### config.mk
export PLATFORM = sky130hd
export DESIGN_NAME = crfk_queue
export DESIGN_NICKNAME = d
export VERILOG_FILES = /design/src/crfk_pkg.sv /design/src/crfk_queue.sv
export SDC_FILE = /design/constraint.sdc
export NUM_CORES = 1
export LEC_CHECK = 0
export BUFFER_PORTS_ARGS = -buffer_cell sky130_fd_sc_hd__buf_4
export CAP_MARGIN = 25
export CORE_ASPECT_RATIO = 0.8
export CORE_MARGIN = 1
export CORE_UTILIZATION = 50
export CTS_CLUSTER_DIAMETER = 80
export DETAILED_ROUTE_END_ITERATION = 7
export PLACE_DENSITY = 0.76
export SLEW_MARGIN = 15
export SYNTH_ARGS = -nofsm -noshare
export SYNTH_HDL_FRONTEND = slang
export SYNTH_SLANG_ARGS = --single-unit
### constraint.sdc
create_clock -name clk -period 11.1 [get_ports clk]
set_input_delay 2.22 -clock clk [delete_from_list [all_inputs] [get_ports clk]]
set_output_delay 2.22 -clock clk [all_outputs]
set_load 0.005 [all_outputs]
### src/crfk_pkg.sv
`timescale 1ns / 1ps
package crfk_pkg;

  localparam int LEN_W   = 24;
  localparam int SQ_W    = 2 * LEN_W;
  localparam int NUM_W   = 52;
  localparam int MAG_W   = NUM_W - 1;
  localparam int SPAN_W  = 15;
  localparam int DROP_W  = 16;
  localparam int CFG_W   = 16;
  localparam int CFG_A_W = 2;
  localparam int C_W     = SPAN_W + 1;
  localparam int DIV_W   = SPAN_W + 4;
  localparam int POS_W   = 24;
  localparam int Q_BITS  = POS_W - 1;
  localparam int CNT_W   = $clog2(Q_BITS);
  localparam int ST_W    = 2;
  localparam int QUEUE_DEPTH_DEF = 2;

  localparam logic [SPAN_W-1:0] SPAN_RESET = SPAN_W'(7680);

  localparam logic [ST_W-1:0] ST_OK    = 2'd0;
  localparam logic [ST_W-1:0] ST_SHORT = 2'd1;
  localparam logic [ST_W-1:0] ST_SING  = 2'd2;

  localparam logic [CFG_A_W-1:0] REG_SPAN  = 2'd0;
  localparam logic [CFG_A_W-1:0] REG_OFF_X = 2'd1;
  localparam logic [CFG_A_W-1:0] REG_OFF_Y = 2'd2;
  localparam logic [CFG_A_W-1:0] REG_DROP  = 2'd3;

  typedef struct packed {
    logic signed [NUM_W-1:0] nx;
    logic signed [NUM_W-1:0] ny;
    logic                    short_cable;
  } q_entry_t;

  typedef struct packed {
    logic signed [C_W-1:0] cx;
    logic signed [C_W-1:0] cy;
  } geom_t;

endpackage

### src/crfk_queue.sv
`timescale 1ns / 1ps
module crfk_queue #(
  parameter int DEPTH = crfk_pkg::QUEUE_DEPTH_DEF
) (
  input  logic               clk,
  input  logic               rst_n,
  input  logic               wr,
  input  crfk_pkg::q_entry_t wdata,
  output logic               full,
  input  logic               rd,
  output logic               not_empty,
  output crfk_pkg::q_entry_t rdata
);
  import crfk_pkg::*;

  localparam int PTR_W = (DEPTH > 1) ? $clog2(DEPTH) : 1;
  localparam int CNT_W_Q = $clog2(DEPTH + 1);

  q_entry_t           mem_r [DEPTH];
  logic [PTR_W-1:0]   wp_r, rp_r;
  logic [CNT_W_Q-1:0] cnt_r;

  assign full      = cnt_r == CNT_W_Q'(DEPTH);
  assign not_empty = cnt_r != '0;
  assign rdata     = mem_r[rp_r];

  always_ff @(posedge clk) begin
    if (!rst_n) begin
      wp_r  <= '0;
      rp_r  <= '0;
      cnt_r <= '0;
    end else begin
      if (wr) wp_r <= (wp_r == PTR_W'(DEPTH - 1)) ? '0 : wp_r + 1'b1;
      if (rd) rp_r <= (rp_r == PTR_W'(DEPTH - 1)) ? '0 : rp_r + 1'b1;
      if (wr && !rd) cnt_r <= cnt_r + 1'b1;
      else if (rd && !wr) cnt_r <= cnt_r - 1'b1;
    end
  end

  always_ff @(posedge clk) begin
    if (wr) mem_r[wp_r] <= wdata;
  end

endmodule

==> results.cfg, run 1 <==
[outcome]
status = complete, no violations

[critical_path]
crit_arrival_ps = 2800
regToRegSetupSlack_ps = 8910
critPathMaxStageDelay_ps = 870
path_max_fanout = 53
path_cells = buf_4 -> mux2_2 -> buf_4
crit_top_cell = buf_4
cp_top_family = buffers and inverters
critPathBufInv = 2
r2r_end = mem_r[1][59]$_DFFE_PP_
cp.required_ps = 8880
start_kind = flop
r2r_start = wp_r$_SDFFE_PN0P_
endpoint_kind = output port
worstRegToRegCells = 2
critPathSlowestCell = dfxtp_4
worst-setup-path-type = reg -> out

[yosys]
ys_seq_area_frac = 0.7961
ys_ff_latch = 215
synth_top_area_frac = 0.7837
syn_area_per_cell_um2 = 23.06
ys_types = 19
synth_area_leaders = edfxtp_1 (78%), mux2_4 (9.3%), mux2_2 (7.7%)
synthCells = 349
syn_nets = 459
synth_area_leader_cell = edfxtp_1
syn-cell-area_um2 = 8046
ys_warn_count = 0

[power]
power_leakage_nw = 4.051
p_per_area_nw_per_um2 = 175.5
ir_drop_mv = 0.1168

[sta]
setup_viol = 0
final_max_slew_viol_count = 0
finalSetupTns_ps = 0
post-route-period-util = 0.4523
fin_crit_ps = 5020
slew-limit-headroom = 0.3362
fin_skew_ps = 9.500
finalHoldViolCount = 0
tightest_slew_ps = 995.6
rsz0062_at_grt = no
fmax_mhz = 199.2

[min_path]
hp-start = cnt_r[1]$_SDFFE_PN0P_
hold-path-cell-count = 2
hp-class = reg -> reg
holdPathEnd = cnt_r[1]$_SDFFE_PN0P_

[placement]
gp_congestion = 0.7554
io_buffers = 215
dp.cells = 771
dp_hpwl_mm = 9.399

[clocking]
postCtsSetupRepairBufs = 0
path_clk_slew_ps = 60
cts_hold_buffers = 0
clk_latency_ps = 480
tritoncts = yes
cts_buffers = 22
clockBufferDepth = 3
post_cts_resized = 0
clock-root-buffer = clkbuf_16
cts_sinks = 215
cts_htree_levels = 1

[grt]
grt_first_pass_wirelength_mm = 20.86
globalRouteOverflowTotal = 0
grt_max_degree = 72
grt_antenna_before_repair = 0
first_global_vias = 4046
track_usage = 0.1676

[floorplanning]
die_x_um = 143.8
die-height_um = 115.5
rows = 41
start_util = 0.5109
io_pins = 216
core-area_um2 = 15750
die_area_um2 = 16610

[drt]
postRouteAntennaNets = 0
via_per_inst = 4.901
drt-wirelength-per-cell_um = 17.84
routed_wl_mm = 14.45
route.detailed.drc = 0
vias = 3970
drt_iter0_drc = 182
dr.pass1.iters = 4

[final_layout]
layout-drive-gt1-share = 0.6034
area_delta_synth_final_pct = 30.60
stdcell_count = 810
seq_area_um2 = 6410
diodes = 0
layout_common_cells = buf_4 (218), edfxtp_1 (210), mux2_2 (55)
n_fill_cell = 1070
multi_input_area_um2 = 1495
layout_commonest_cell = buf_4
nets = 690

[flow_run]
drv_cap = 0
==> per-stage QoR <==
stage / setup WS (ps) / hold WS, ps / power, mW / utilization / cell area [um^2]
after CTS: 6006 / 512.6 / 1.864 / 0.6673 / 10510
final: 6080 / 516.8 / 1.844 / 0.6673 / 10510
after floorplan: 3701 / 460.6 / 1.076 / - / 8046
after global routing: 5943 / 547.2 / 1.905 / 0.6673 / 10510
after global placement: 6544 / 476.1 / 1.173 / 0.6232 / 9814
after detailed placement: 6521 / 500.9 / 1.181 / 0.6245 / 9834
==> tightest hold or removal path: cells and delay by family, from the launching register on <==
kind / cells / cell delay (ps)
compound gates: 2 / 140
flops: 1 / 330
==> Yosys cell counts (all sizes together) <==
master  count
inv         1
ha          1
dfxtp       5
xnor2       1
or3         1
mux2      105
buf        12
nor2b       3
o21ai       1
xor2        2
and2        4
a21boi      1
edfxtp    210
o21a        1
or2         1
==> where the power goes <==
| part | total, mW | leakage, nW | internal (mW) | switching [mW] |
|---|---|---|---|---|
| clock network | 0.683 | 0.336 | 0.402 | 0.282 |
| registers | 0.957 | 2.01 | 0.939 | 0.0183 |
| logic | 0.204 | 1.70 | 0.127 | 0.0768 |
| total | 1.84 | 4.05 | 1.47 | 0.377 |
==> routing by layer <==
layer	GRT usage	vias up	routed length (um)
met2	0.2712	170	6739
met1	0.2156	1931	6043
met3	0.05496	24	1319
met5	0	-	0
li1	-	1845	-
met4	0.05390	0	352
==> cells by family after synthesis <==
group	count (synthesis)	share of synthesized area
adders and majority gates	1	0.001555
muxes	105	0.1703
xor gates and xnor gates	3	0.003266
DFF	215	0.7961
AOI/OAI and AO/OA	3	0.002488
buffers and inverters	13	0.01928
and+or+nand+nor	9	0.006998
==> registers in the layout (all words and copies together) (netlist names), named ones only <==
signal and flops:
mem_r 210, wp_r 1, rp_r 1, cnt_r 2
==> how the worst max path moves through the flow <==
| stage | startpoint | end | slack (ps) | cells past startpoint |
|---|---|---|---|---|
| 2_1_floorplan | wr | mem_r[0][0]$_DFFE_PP_ | 3700 | 1 |
| 3_3_place_gp | wr | mem_r[0][76]$_DFFE_PP_ | 6540 | 3 |
| 3_5_place_dp | flop | rdata[29] | 6520 | 3 |
| 4_1_cts | flop | rdata[29] | 6010 | 3 |
| 5_1_grt | flop | rdata[29] | 5940 | 3 |
| 6_report | flop | rdata[29] | 6080 | 3 |
==> area by class of cell <==
type	instances	share of cell area
clock buffer	28	0.05655
multi-input combinational	121	0.1423
tap	215	0.02560
clock inverter	11	0.007620
sequential	215	0.6100
inverter	1	0.0003572
timing repair buffer	219	0.1576
Note: power is estimated with default switching activity, not from simulation.
==> run 2: changes to the inputs <==
--- a/config.mk
+++ b/config.mk
@@ -5,14 +5,15 @@
 export SDC_FILE = /design/constraint.sdc
 export NUM_CORES = 1
 export LEC_CHECK = 0
+export ABC_AREA = 1
 export BUFFER_PORTS_ARGS = -buffer_cell sky130_fd_sc_hd__buf_4
 export CAP_MARGIN = 25
 export CORE_ASPECT_RATIO = 0.8
 export CORE_MARGIN = 1
-export CORE_UTILIZATION = 50
+export CORE_UTILIZATION = 47
 export CTS_CLUSTER_DIAMETER = 80
 export DETAILED_ROUTE_END_ITERATION = 7
-export PLACE_DENSITY = 0.76
+export PLACE_DENSITY = 0.75
 export SLEW_MARGIN = 15
 export SYNTH_ARGS = -nofsm -noshare
 export SYNTH_HDL_FRONTEND = slang
==> constraint.sdc (replaced) <==
create_clock -name clk -period 4.15 [get_ports clk]
set_input_delay 0.83 -clock clk [delete_from_list [all_inputs] [get_ports clk]]
set_output_delay 0.83 -clock clk [all_outputs]
set_load 0.005 [all_outputs]
==> results.cfg, run 2 <==
[floorplanning]
io_pins = 216
rows = 42
die_area_um2 = 17670
die_x_um = 148.4
die-height_um = 119.1
core-area_um2 = 16660
start_util = 0.4836

[critical_path]
crit_arrival_ps = 2080
worstRegToRegCells = 3
crit_top_cell = buf_4
cp.required_ps = 3320
r2r_end = mem_r[1][7]$_DFFE_PP_
regToRegSetupSlack_ps = 2250
cp_top_family = buffers and inverters
start_kind = flop
critPathBufInv = 2
critPathMaxStageDelay_ps = 550
path_max_fanout = 29
path_cells = buf_4 -> mux2_2 -> buf_4
endpoint_kind = output port
worst-setup-path-type = reg -> out
critPathSlowestCell = dfxtp_4
r2r_start = wp_r$_SDFFE_PN0P_

[yosys]
synth-compound-area-share = 0.001243
ys_warn_count = 0
synthAdderAreaFrac = 0.001553
synth_top_area_frac = 0.7829
ys_seq_area_frac = 0.7953
synth_top_family_by_area = multiplexers
synthMostInstantiatedCell = edfxtp_1
ys.flop_type = edfxtp_1
synth_area_leader_cell = edfxtp_1
async_reset_ff_frac = 0
synthTopCellsByCount = edfxtp_1 (210), mux2_2 (55), mux2_4 (50)
synthXorXnorAreaFrac = 0
ys_types = 16
ys_ff_latch = 215
syn-cell-area_um2 = 8055
yosys.area_share.simple = 0.009320
synth.area.mux_share = 0.1701
synth_edf_count = 210
syn_area_per_cell_um2 = 22.25
synthCells = 362
syn_nets = 472
synth_area_leaders = edfxtp_1 (78%), mux2_4 (9.3%), mux2_2 (7.7%)

[grt]
grt_max_degree = 64
track_usage = 0.1641
first_global_vias = 4220
grt_antenna_before_repair = 0
globalRouteOverflowTotal = 0
grt_first_pass_wirelength_mm = 22.19

[power]
power.switching_mw = 0.9922
p_per_area_nw_per_um2 = 470.4
power_leakage_nw = 4.105
pwr-share-clk = 0.387
pwr-share-comb = 0.101
swShare = 0.1993
power_mw = 4.979
seqPwrFrac = 0.512
internal-power_mw = 3.987
ir_drop_mv = 0.3451

[placement]
dpl_worst_slack_ps = 1715
dp.cells = 790
dp_hpwl_mm = 9.845
gp_congestion = 0.7616
io_buffers = 215

[clocking]
cts_buffers = 22
path_clk_slew_ps = 50
clk_latency_ps = 490
tritoncts = yes
clock-root-buffer = clkbuf_16
cts_sinks = 215
cts_hold_buffers = 0
post_cts_resized = 0
postCtsSetupRepairBufs = 0
clockBufferDepth = 3
cts_htree_levels = 1

[sta]
tightest_slew_ps = 863.5
rsz0062_at_grt = no
fin_crit_ps = 2914
finalSetupTns_ps = 0
setup_viol = 0
final_max_slew_viol_count = 0
post-route-period-util = 0.7021
final.setup.worst_slack_ps = 1236
slew-limit-headroom = 0.4244
finalHoldViolCount = 0
fin_skew_ps = 10.37
fmax_mhz = 343.2

[final_layout]
layout_commonest_cell = buf_4
layout-drive-gt1-share = 0.5852
largest_reg_flops = 210
area_delta_synth_final_pct = 31.39
diodes = 0
reg_top3 = mem_r: 210 flops, cnt_r: 2 flops
post-route-util = 0.6353
regMostFlops = mem_r
stdcell_count = 830
nets = 704
layout_common_cells = buf_4 (218), edfxtp_1 (210), mux2_2 (55)

[min_path]
hp-class = reg -> reg
hp-start = rp_r$_SDFFE_PN0P_
hold-path-cell-count = 2

[drt]
via_per_inst = 4.860
dr.pass1.iters = 4
vias = 4034
route.detailed.drc = 0
drt_iter0_drc = 165
postRouteAntennaNets = 0
drt-wirelength-per-cell_um = 17.69
routed_wl_mm = 14.68

[flow_run]
drv_cap = 0

[outcome]
status = complete, no violations
[run 2: changes by cell type after synthesis, sizes merged, moves of 2 or more]
cell   delta
nor2b     -3
nand2     +9
nor2      +8
inv       +7
and2      -4
xor2      -2
[run 2: worst min-delay path: stages, from the launching register on]
cell and delay [ps]:
dfxtp_1 330, nor2_1 60, nor2_1 80
[run 2: power groups by stage]
stage / Clock [mW] / Combinational, mW / Sequential (mW)
after floorplan: 0 / 0.248 / 2.59
after global placement: 0 / 0.496 / 2.59
after detailed placement: 0 / 0.511 / 2.60
after CTS: 1.97 / 0.513 / 2.55
after global routing: 2.04 / 0.541 / 2.56
final: 1.93 / 0.504 / 2.55
[run 2: area by class of cell]
| class | count | area (um^2) |
|---|---|---|
| Sequential cell | 215 | 6410 |
| Tap cell | 220 | 275.3 |
| Timing Repair Buffer | 220 | 1677 |
| Fill cell | 1159 | 6075 |
| Multi-Input combinational cell | 127 | 1475 |
| Clock inverter | 8 | 85.08 |
| Inverter | 8 | 32.53 |
| Clock buffer | 32 | 629.4 |
[run 2: kinds of logic (layout without fill, tap and decap cells)]
group / Yosys count / in the layout
flops: 215 / 215
mux: 105 / 105
buf+inv: 20 / 268
simple gates: 19 / 19
compound gates: 2 / 2
fa+ha+maj: 1 / 1
[run 2: worst max-delay path by stage]
| stage | to | slack (ps) | depth (start not counted) | startpoint |
|---|---|---|---|---|
| final | rdata[84] | 1240 | 3 | flop |
| after global placement | rdata[24] | 1760 | 3 | flop |
| after detailed placement | rdata[84] | 1710 | 3 | flop |
| after global routing | rdata[84] | 1120 | 3 | flop |
| after floorplan | mem_r[0][0]$_DFFE_PP_ | 140 | 2 | wr |
| after CTS | rdata[84] | 1180 | 3 | flop |
[run 2: per-stage QoR]
stage | cell area, um^2 | hold slack, ps
after global placement | 9869 | 478.3
after CTS | 10580 | 499.1
after global routing | 10580 | 500.5
after detailed placement | 9869 | 496.6
final | 10580 | 506.2
after floorplan | 8058 | 463.5
[run 2: routing by layer]
layer	track usage	vias to the layer above	part of all wire	wire length [um]
li1	-	1875	-	-
met2	0.2623	171	0.47	6842
met3	0.05249	22	0.086	1263
met5	0	-	0	0
met1	0.2185	1966	0.43	6348
met4	0.03930	0	0.016	228
