[config.mk]
export PLATFORM = sky130hd
export DESIGN_NAME = crfk_back
export DESIGN_NICKNAME = d
export VERILOG_FILES = /design/src/crfk_pkg.sv /design/src/crfk_back.sv
export SDC_FILE = /design/constraint.sdc
export NUM_CORES = 1
export LEC_CHECK = 0
export BUFFER_PORTS_ARGS = -buffer_cell sky130_fd_sc_hd__buf_4
export CAP_MARGIN = 20
export CELL_PAD_IN_SITES_DETAIL_PLACEMENT = 1
export CELL_PAD_IN_SITES_GLOBAL_PLACEMENT = 1
export CORE_MARGIN = 8
export CORE_UTILIZATION = 50
export DETAILED_ROUTE_END_ITERATION = 8
export HOLD_SLACK_MARGIN = 0.1
export PLACE_DENSITY_LB_ADDON = 0.1
export SLEW_MARGIN = 20
export SYNTH_ARGS = -nofsm -noshare
export SYNTH_HDL_FRONTEND = slang
export SYNTH_SLANG_ARGS = --single-unit
[constraint.sdc]
create_clock -name clk -period 12.7 [get_ports clk]
set_clock_uncertainty 0.2 [all_clocks]
set_input_delay 0.635 -clock clk [delete_from_list [all_inputs] [get_ports clk]]
set_output_delay 0.635 -clock clk [all_outputs]
set_load 0.1 [all_outputs]
[src/crfk_pkg.sv]
`timescale 1ns / 1ps
package crfk_pkg;

  localparam int LEN_W   = 24;
  localparam int SQ_W    = 2 * LEN_W;
  localparam int NUM_W   = 52;
  localparam int MAG_W   = NUM_W - 1;
  localparam int SPAN_W  = 15;
  localparam int DROP_W  = 16;
  localparam int CFG_W   = 16;
  localparam int CFG_A_W = 2;
  localparam int C_W     = SPAN_W + 1;
  localparam int DIV_W   = SPAN_W + 4;
  localparam int POS_W   = 24;
  localparam int Q_BITS  = POS_W - 1;
  localparam int CNT_W   = $clog2(Q_BITS);
  localparam int ST_W    = 2;
  localparam int QUEUE_DEPTH_DEF = 2;

  localparam logic [SPAN_W-1:0] SPAN_RESET = SPAN_W'(7680);

  localparam logic [ST_W-1:0] ST_OK    = 2'd0;
  localparam logic [ST_W-1:0] ST_SHORT = 2'd1;
  localparam logic [ST_W-1:0] ST_SING  = 2'd2;

  localparam logic [CFG_A_W-1:0] REG_SPAN  = 2'd0;
  localparam logic [CFG_A_W-1:0] REG_OFF_X = 2'd1;
  localparam logic [CFG_A_W-1:0] REG_OFF_Y = 2'd2;
  localparam logic [CFG_A_W-1:0] REG_DROP  = 2'd3;

  typedef struct packed {
    logic signed [NUM_W-1:0] nx;
    logic signed [NUM_W-1:0] ny;
    logic                    short_cable;
  } q_entry_t;

  typedef struct packed {
    logic signed [C_W-1:0] cx;
    logic signed [C_W-1:0] cy;
  } geom_t;

endpackage

[src/crfk_back.sv]
`timescale 1ns / 1ps
module crfk_back (
  input  logic                                 clk,
  input  logic                                 rst_n,
  input  logic                                 q_not_empty,
  input  crfk_pkg::q_entry_t                   q_rdata,
  output logic                                 q_rd,
  input  crfk_pkg::geom_t                      geom,
  output logic                                 out_tvalid,
  input  logic                                 out_tready,
  output logic [2*crfk_pkg::POS_W+7:0]         out_tdata
);
  import crfk_pkg::*;

  typedef enum logic [1:0] {S_IDLE, S_PREP, S_DIV, S_FIN} state_t;

  state_t               st_r;
  logic [MAG_W-1:0]     rem_x_r, rem_y_r, dsh_x_r, dsh_y_r;
  logic [Q_BITS-1:0]    qx_r, qy_r;
  logic                 neg_x_r, neg_y_r, ov_x_r, ov_y_r;
  logic [CNT_W-1:0]     cnt_r;
  logic [ST_W-1:0]      stat_r;
  logic                 out_v_r;
  logic [POS_W-1:0]     x_out_r, y_out_r;
  logic [ST_W-1:0]      st_out_r;

  logic [C_W-2:0]       ax, ay;
  logic [DIV_W-1:0]     dx, dy;
  logic [MAG_W-1:0]     mx, my;
  logic                 take;
  logic                 gx, gy;
  logic [POS_W-1:0]     rx, ry;

  assign ax = geom.cx[C_W-1] ? (C_W-1)'(-geom.cx) : geom.cx[C_W-2:0];
  assign ay = geom.cy[C_W-1] ? (C_W-1)'(-geom.cy) : geom.cy[C_W-2:0];
  assign dx = (DIV_W'(ax) << 3) + (DIV_W'(ax) << 2);
  assign dy = (DIV_W'(ay) << 3) + (DIV_W'(ay) << 2);
  assign mx = q_rdata.nx[NUM_W-1] ? MAG_W'(-q_rdata.nx) : q_rdata.nx[MAG_W-1:0];
  assign my = q_rdata.ny[NUM_W-1] ? MAG_W'(-q_rdata.ny) : q_rdata.ny[MAG_W-1:0];

  assign q_rd = (st_r == S_IDLE) && q_not_empty;
  assign take = !out_v_r || out_tready;
  assign gx   = rem_x_r >= dsh_x_r;
  assign gy   = rem_y_r >= dsh_y_r;

  always_comb begin
    if (ov_x_r) rx = neg_x_r ? {1'b1, {Q_BITS{1'b0}}} : {1'b0, {Q_BITS{1'b1}}};
    else        rx = neg_x_r ? POS_W'(-{1'b0, qx_r}) : {1'b0, qx_r};
    if (ov_y_r) ry = neg_y_r ? {1'b1, {Q_BITS{1'b0}}} : {1'b0, {Q_BITS{1'b1}}};
    else        ry = neg_y_r ? POS_W'(-{1'b0, qy_r}) : {1'b0, qy_r};
  end

  assign out_tvalid = out_v_r;
  assign out_tdata  = {6'b0, st_out_r, y_out_r, x_out_r};

  always_ff @(posedge clk) begin
    if (!rst_n) begin
      st_r    <= S_IDLE;
      out_v_r <= 1'b0;
    end else begin
      // in S_FIN the output register is reloaded below
      if (out_v_r && out_tready && st_r != S_FIN) out_v_r <= 1'b0;
      case (st_r)
        S_IDLE: begin
          if (q_not_empty) begin
            rem_x_r <= mx;
            rem_y_r <= my;
            neg_x_r <= q_rdata.nx[NUM_W-1] ^ geom.cx[C_W-1];
            neg_y_r <= q_rdata.ny[NUM_W-1] ^ geom.cy[C_W-1];
            qx_r    <= '0;
            qy_r    <= '0;
            ov_x_r  <= 1'b0;
            ov_y_r  <= 1'b0;
            if (q_rdata.short_cable) begin
              stat_r <= ST_SHORT;
              st_r   <= S_FIN;
            end else if (ax == '0 || ay == '0) begin
              stat_r <= ST_SING;
              st_r   <= S_FIN;
            end else begin
              stat_r <= ST_OK;
              st_r   <= S_PREP;
            end
          end
        end
        S_PREP: begin
          // quotient of 2^23 or more saturates, so only 23 bits are divided out
          ov_x_r  <= rem_x_r >= (MAG_W'(dx) << Q_BITS);
          ov_y_r  <= rem_y_r >= (MAG_W'(dy) << Q_BITS);
          dsh_x_r <= MAG_W'(dx) << (Q_BITS - 1);
          dsh_y_r <= MAG_W'(dy) << (Q_BITS - 1);
          cnt_r   <= CNT_W'(Q_BITS - 1);
          st_r    <= S_DIV;
        end
        S_DIV: begin
          if (gx) rem_x_r <= rem_x_r - dsh_x_r;
          if (gy) rem_y_r <= rem_y_r - dsh_y_r;
          qx_r    <= {qx_r[Q_BITS-2:0], gx};
          qy_r    <= {qy_r[Q_BITS-2:0], gy};
          dsh_x_r <= dsh_x_r >> 1;
          dsh_y_r <= dsh_y_r >> 1;
          cnt_r   <= cnt_r - 1'b1;
          if (cnt_r == '0) st_r <= S_FIN;
        end
        S_FIN: begin
          if (take) begin
            out_v_r  <= 1'b1;
            st_out_r <= stat_r;
            x_out_r  <= (stat_r == ST_OK) ? rx : '0;
            y_out_r  <= (stat_r == ST_OK) ? ry : '0;
            st_r     <= S_IDLE;
          end else begin
            out_v_r  <= 1'b1;
          end
        end
        default: st_r <= S_IDLE;
      endcase
    end
  end

endmodule

==> results of run 1 <==
state kept, by name (all words and copies together) (netlist names):
| signal | cells |
|---|---|
| y_out_r | 24 |
| cnt_r | 5 |
| dsh_y_r | 41 |
| x_out_r | 24 |
| rem_y_r | 51 |
| neg_y_r | 1 |
| stat_r | 2 |
| neg_x_r | 1 |
| qx_r | 23 |
| rem_x_r | 51 |
| ov_y_r | 1 |
| out_tvalid | 1 |
| st_r | 2 |
| dsh_x_r | 41 |
| ov_x_r | 1 |
| st_out_r | 2 |
| qy_r | 23 |
metrics by stage:
step                      std cells  cell area (sq um)
after floorplan                2627              23530
after global placement         3325              25410
after detailed placement       3325              25410
after CTS                      3392              26620
after global routing           3395              26630
final                          3395              26630
layout by cell type (no fill, tap or decap), types with 33 or more instances in the layout:
| cell | instances |
|---|---|
| a21o_1 | 61 |
| ha_1 | 157 |
| clkbuf_16 | 39 |
| nor2_1 | 330 |
| a21oi_1 | 199 |
| edfxtp_1 | 291 |
| nor4_1 | 33 |
| xor2_1 | 77 |
| and2_1 | 53 |
| nand3_1 | 51 |
| inv_1 | 176 |
| xnor2_1 | 192 |
| nand2_1 | 175 |
| buf_4 | 200 |
| o21ai_0 | 135 |
| nor3_1 | 47 |
| o31ai_1 | 46 |
layer usage:
layer	GRT usage [%]	share of wire (%)	vias up
met5	0	0.018	-
met4	8.602	2.9	2
met3	3.751	4.8	137
met2	42.66	47	465
met1	34.27	45	9926
li1	-	-	9781
Yosys cell counts, types with 22 or more instances:
cell / n / area (sq um)
and3_1: 22 / 137.6
a21oi_1: 201 / 1006
o41ai_1: 29 / 254.0
xnor2_1: 192 / 1682
inv_1: 177 / 664.4
o31ai_1: 46 / 345.3
or4_1: 23 / 172.7
nand2b_1: 26 / 162.7
nand4_1: 28 / 175.2
nor2_1: 331 / 1242
xor2_1: 77 / 674.4
nor3_1: 47 / 235.2
nand2_1: 175 / 656.9
o21ai_0: 135 / 675.7
nand3_1: 51 / 255.2
a21o_1: 61 / 457.9
ha_1: 158 / 1977
or3_1: 30 / 187.7
clkbuf_1: 90 / 337.8
nor4_1: 33 / 206.5
and2_1: 54 / 337.8
edfxtp_1: 291 / 8738
nor2b_1: 25 / 156.4
mux2i_1: 30 / 300.3
cell type report:
cell class | instances | area, sq um | area share (%)
multi-input cells | 2042 | 13650 | 51.26
flip-flops and latches | 294 | 8798 | 33.05
repair buffers | 203 | 1536 | 5.771
clock buffers | 52 | 1045 | 3.924
well taps | 607 | 759.5 | 2.852
inverters | 181 | 681.9 | 2.561
clock inverters | 14 | 150.1 | 0.5639
diodes | 2 | 5.005 | 0.01880
worst paths after layout:
path	slack (ns)	startpoint	end	depth (start not counted)
hold / removal	0.22	rst_n	st_r[1]	3
setup / recovery	7.52	geom[0]	ov_y_r	20
setup reg to reg	7.65	rem_y_r[19]	rem_y_r[16]	11
hold reg to reg	0.29	stat_r[1]	st_out_r[1]	0
power groups by stage:
stage,combinational [W],clock [W],sequential [W]
final,0.00266,0.00106,0.00159
after floorplan,0.00190,0,0.00161
after CTS,0.00265,0.00108,0.00158
after global placement,0.00252,0,0.00159
after global routing,0.00294,0.00111,0.00161
after detailed placement,0.00261,0,0.00160
kinds of logic (layout without fill, tap and decap cells):
logic type,after synthesis,in the layout,synth area share [%]
compound gates,668,668,18.71
xor+xnor,270,270,10.09
fa+ha+maj,162,162,8.748
buf+inv,291,450,4.810
flops,294,294,37.42
mux,31,31,1.325
other cells,1,8,0.01595
simple gates,905,905,18.89
worst register-to-register path: stages (launching register included):
cell	delay [ns]
edfxtp_1	0.45
ha_1	0.44
nand4_1	0.20
nor4_1	0.55
o21ai_0	0.31
a21boi_0	0.48
o21ai_0	0.35
a21oi_1	0.46
nor2_1	0.13
and3_1	0.27
a21oi_4	0.17
buf_4	0.61
==> out/qor.csv, run 1 <==
metric;value;unit
drt-vias-per-instance;5.983;
fin_ws;7.516;ns
power_frac_comb;50.1;%
path_class;in2reg;
cp_slowest_cell;or4b_2;
syn_inst;2622;
synth-edff-count;291;
fill_cells;5416;
firstDrtPassIters;7;
synth.distinct_cells;96;
worstMarginPinSlew;1.133;ns
io_pins;199;
antenna_left;0;
post-route-drc-count;0;
period_share;40.82;%
async_flop_share;0;%
startpoint_type;input port;
power_density;199.4;mW/mm^2
finalCriticalPeriod;5.184;ns
yosysSeqAreaShare;37.42;%
rsz0062_at_grt;false;
ys_seq_elements;294;
cap_violations;0;
p_switching;0.002266;W
grtUsageTotal;25.76;%
cpMostUsedCell;ha_1;
cts_hold_buf;1;
wirelength;71300;um
h-tree-depth;2;
cp_cell_sequence;buf_4, inv_1, ha_1, or4b_1, o211ai_1, and2_1, inv_1, ha_1, a211o_1, a21o_1, o221a_2, nor2_1, xor2_1, ha_1, or4b_2, nor4_1, nand4_1, a311oi_1, a311oi_1, a21boi_1;
clockBufferDepth;3;
peakVddDrop;122.7;uV
overflow;0;
synthFlopType;edfxtp_1;
die_area;0.05423;sq mm
antenna_found_initial;3;
status;finished clean;
rows;79;
critPathMaxFanout;8;
grt_pass1_vias;21370;
insertion_delay;0.56;ns
numPortBuffers;192;
slowest_delay;0.58;ns
grt_max_degree;247;
postLayoutCoreUtil;57.31;%
p_total;0.005309;W
seqPwrFrac;29.9;%
initial_core_util;50.62;%
avgSynthCellArea;8.968;sq um
area_growth;13.23;%
maxSlewViolCount;0;
hold_viol;0;
post_cts.repair.setup_buffers;0;
p_int;0.003043;W
clkPwrFrac;20.0;%
crit_buf_inv;3;
grt_pass1_wl;114300;um
whs;0.2186;ns
setup_viol;0;
via_count;20310;
synth_area;0.02352;sq mm
power.leakage;10.69;nW
fp.coreArea;0.04646;sq mm
cts_tree;yes;
die_x;232.9;um
hp-class;in2reg;
pre_cts_ws;7.035;ns
cts-resized-gates;0;
max_freq;192.9;MHz
cts.clk_slew.worst_paths;0.06;ns
cts_sinks;294;
cts_buffers;37;
max_slew_margin;23.75;%
num-nets-final;3062;
fin_tns_setup;0;ns
yosys_warnings;0;
cp_top_family;simple AND/OR/NAND/NOR gates;
die_h;232.9;um
final_layout_size_suffix_gt1_share;10.91;%
place_hpwl;53620;um
clock-root-buffer;clkbuf_16;
cp.arrival;5.40;ns
drt_iter0_drc;1229;
required;12.92;ns
end_kind;flop;
p_sw_share;42.69;%
wl_per_cell;21.00;um
routabilityCongestion;0.9005;
Note: power is estimated with default switching activity, not from simulation.
==> run 2, diff against run 1 <==
--- a/config.mk
+++ b/config.mk
@@ -10,7 +10,7 @@
 export CELL_PAD_IN_SITES_DETAIL_PLACEMENT = 1
 export CELL_PAD_IN_SITES_GLOBAL_PLACEMENT = 1
 export CORE_MARGIN = 8
-export CORE_UTILIZATION = 50
+export CORE_UTILIZATION = 47
 export DETAILED_ROUTE_END_ITERATION = 8
 export HOLD_SLACK_MARGIN = 0.1
 export PLACE_DENSITY_LB_ADDON = 0.1
==> constraint.sdc (replaced) <==
create_clock -name clk -period 5.23 [get_ports clk]
set_clock_uncertainty 0.2 [all_clocks]
set_input_delay 0.2615 -clock clk [delete_from_list [all_inputs] [get_ports clk]]
set_output_delay 0.2615 -clock clk [all_outputs]
set_load 0.1 [all_outputs]
==> out/qor.csv, run 2 (same netlist as run 1, synthesis figures left out) <==
metric;value;unit
top_regs;rem_x_r x51, rem_y_r x51;
slowest_delay;0.54;ns
crit_end;ov_x_r;
r2r_end;rem_x_r[17];
power_density;463.9;mW/mm^2
max_freq;199.2;MHz
io_pins;199;
h-tree-depth;2;
rsz0062_at_grt;false;
grt_pass1_vias;22270;
cp_cell_sequence;dlygate4sd3_1, buf_4, inv_1, ha_1, or3b_1, o31ai_2, xor2_1, inv_2, ha_1, a21oi_1, nand2b_1, a41oi_1, nand3_1, a21oi_1, nor3_1, a2111oi_2, xnor2_1, ha_1, a21o_1, a211oi_1, o211ai_1, a32o_1;
critPathMaxFanout;7;
post-route-drc-count;0;
rows;82;
firstDrtPassIters;5;
cts_tree;yes;
drt_iter0_drc;1273;
fp.coreArea;0.04976;sq mm
grtUsageTotal;25.57;%
regToRegStartpoint;rem_x_r[18];
die_h;239.7;um
cp_num_cells;22;
maxSlewViolCount;0;
power.leakage;11.32;nW
cp_slowest_cell;dlygate4sd3_1;
setup_viol;0;
final_cell_mix;nor2_1 (329), edfxtp_1 (291), buf_4 (218);
status;finished clean;
grt_max_degree;93;
wirelength;75170;um
wl_per_cell;20.86;um
rr_worst_depth;12;
cp.arrival;5.12;ns
whs;0.1279;ns
hold_viol;0;
overflow;0;
cts.clk_slew.worst_paths;0.06;ns
period_share;95.97;%
cpMostUsedCell;ha_1;
num-nets-final;3198;
final_layout_size_suffix_gt1_share;11.50;%
cts_sinks;294;
area_growth;19.74;%
clockBufferDepth;3;
max_slew_margin;22.77;%
routabilityCongestion;0.9046;
antenna_found_initial;10;
worstMarginPinSlew;1.148;ns
finalCriticalPeriod;5.019;ns
insertion_delay;0.55;ns
grt_pass1_wl;119800;um
path_class;in2reg;
drt-vias-per-instance;5.848;
cp-startpoint;geom[16];
clock-root-buffer;clkbuf_16;
place_hpwl;54140;um
cts_buffers;37;
final_common_cell;nor2_1;
numPortBuffers;192;
die_area;0.05745;sq mm
crit_buf_inv;4;
startpoint_type;input port;
antenna_left;0;
peakVddDrop;276.4;uV
fill_cells;5719;
die_x;239.7;um
initial_core_util;47.26;%
end_kind;flop;
required;5.33;ns
rrSetupSlack;0.72;ns
hp-class;in2reg;
cp_top_family;compound AO/OA/AOI/OAI gates;
cap_violations;0;
via_count;21080;
postLayoutCoreUtil;56.59;%
==> run 2: changes by cell type in the layout (fill, tap and decap cells not counted), sizes merged <==
cell         delta
clkbuf          +2
inv             +1
clkinv          -2
dlygate4sd3   +119
clkinvlp        -2
buf            +17
bufinv          +1
diode           +8
==> run 2: routing by layer <==
metal / global-route usage [%] / part of all wire (%)
met1: 33.07 / 44
met2: 43.85 / 48
met3: 3.221 / 4.2
met4: 8.544 / 3.0
met5: 0 / 0
==> run 2: power by group <==
group	internal [W]	switching (W)	leakage [nW]
combinational	0.00250	0.00415	8.02
sequential	0.00345	0.000393	2.74
clock	0.00155	0.00102	0.568
total	0.00750	0.00556	11.3
==> run 2: how the worst min path moves through the flow <==
stage / from / to / slack [ns] / depth (start not counted)
6_report: q_rdata[100] / rem_x_r[47] / 0.13 / 4
5_1_grt: q_rdata[100] / rem_x_r[47] / 0.14 / 4
4_1_cts: q_rdata[100] / rem_x_r[47] / 0.11 / 4
3_5_place_dp: stat_r[0] / st_out_r[0] / 0.26 / 0
3_3_place_gp: stat_r[0] / st_out_r[0] / 0.25 / 0
2_1_floorplan: q_rdata[0] / stat_r[0] / 0.16 / 0
==> run 2: what timing repair did <==
action | in CTS | in global routing
buffers inserted | 0 | 2
hold endpoints to repair | 117 | 0
hold buffers | 120 | 0
resized for setup | 0 | 22
endpoints found under the setup margin | 0 | 2
==> run 2: layout make-up <==
cell class              instances  area, sq um  area share [%]
repair buffers                339         2858           10.15
well taps                     672        840.8           2.986
multi-input cells            2042        13770           48.90
diodes                         10        25.02         0.08887
flip-flops and latches        294         8798           31.25
clock buffers                  54         1020           3.622
clock inverters                12        163.9          0.5821
inverters                     181        681.9           2.422
==> run 2: stage by stage <==
stage | TNS (ns) | setup WS [ns] | std cells | total power [W] | instance area [sq um]
floorplan | -44.66 | -0.4378 | 2627 | 0.008528 | 23530
global placement | 0 | 0.1927 | 3406 | 0.01003 | 25610
detailed placement | 0 | 0.01766 | 3406 | 0.01026 | 25610
CTS | 0 | 0.006920 | 3592 | 0.01300 | 28000
global route | 0 | 0.01066 | 3604 | 0.01392 | 28160
finish | 0 | 0.2105 | 3604 | 0.01306 | 28160
==> run 2: worst reg2reg max path: cells and delay by family, from the launching register on <==
family	cells	cell delay, ns
AOI/OAI and AO/OA	7	1.88
and+or+nand+nor	3	0.77
adders and majority gates	1	0.44
DFF	1	0.43
buffers and inverters	1	0.40
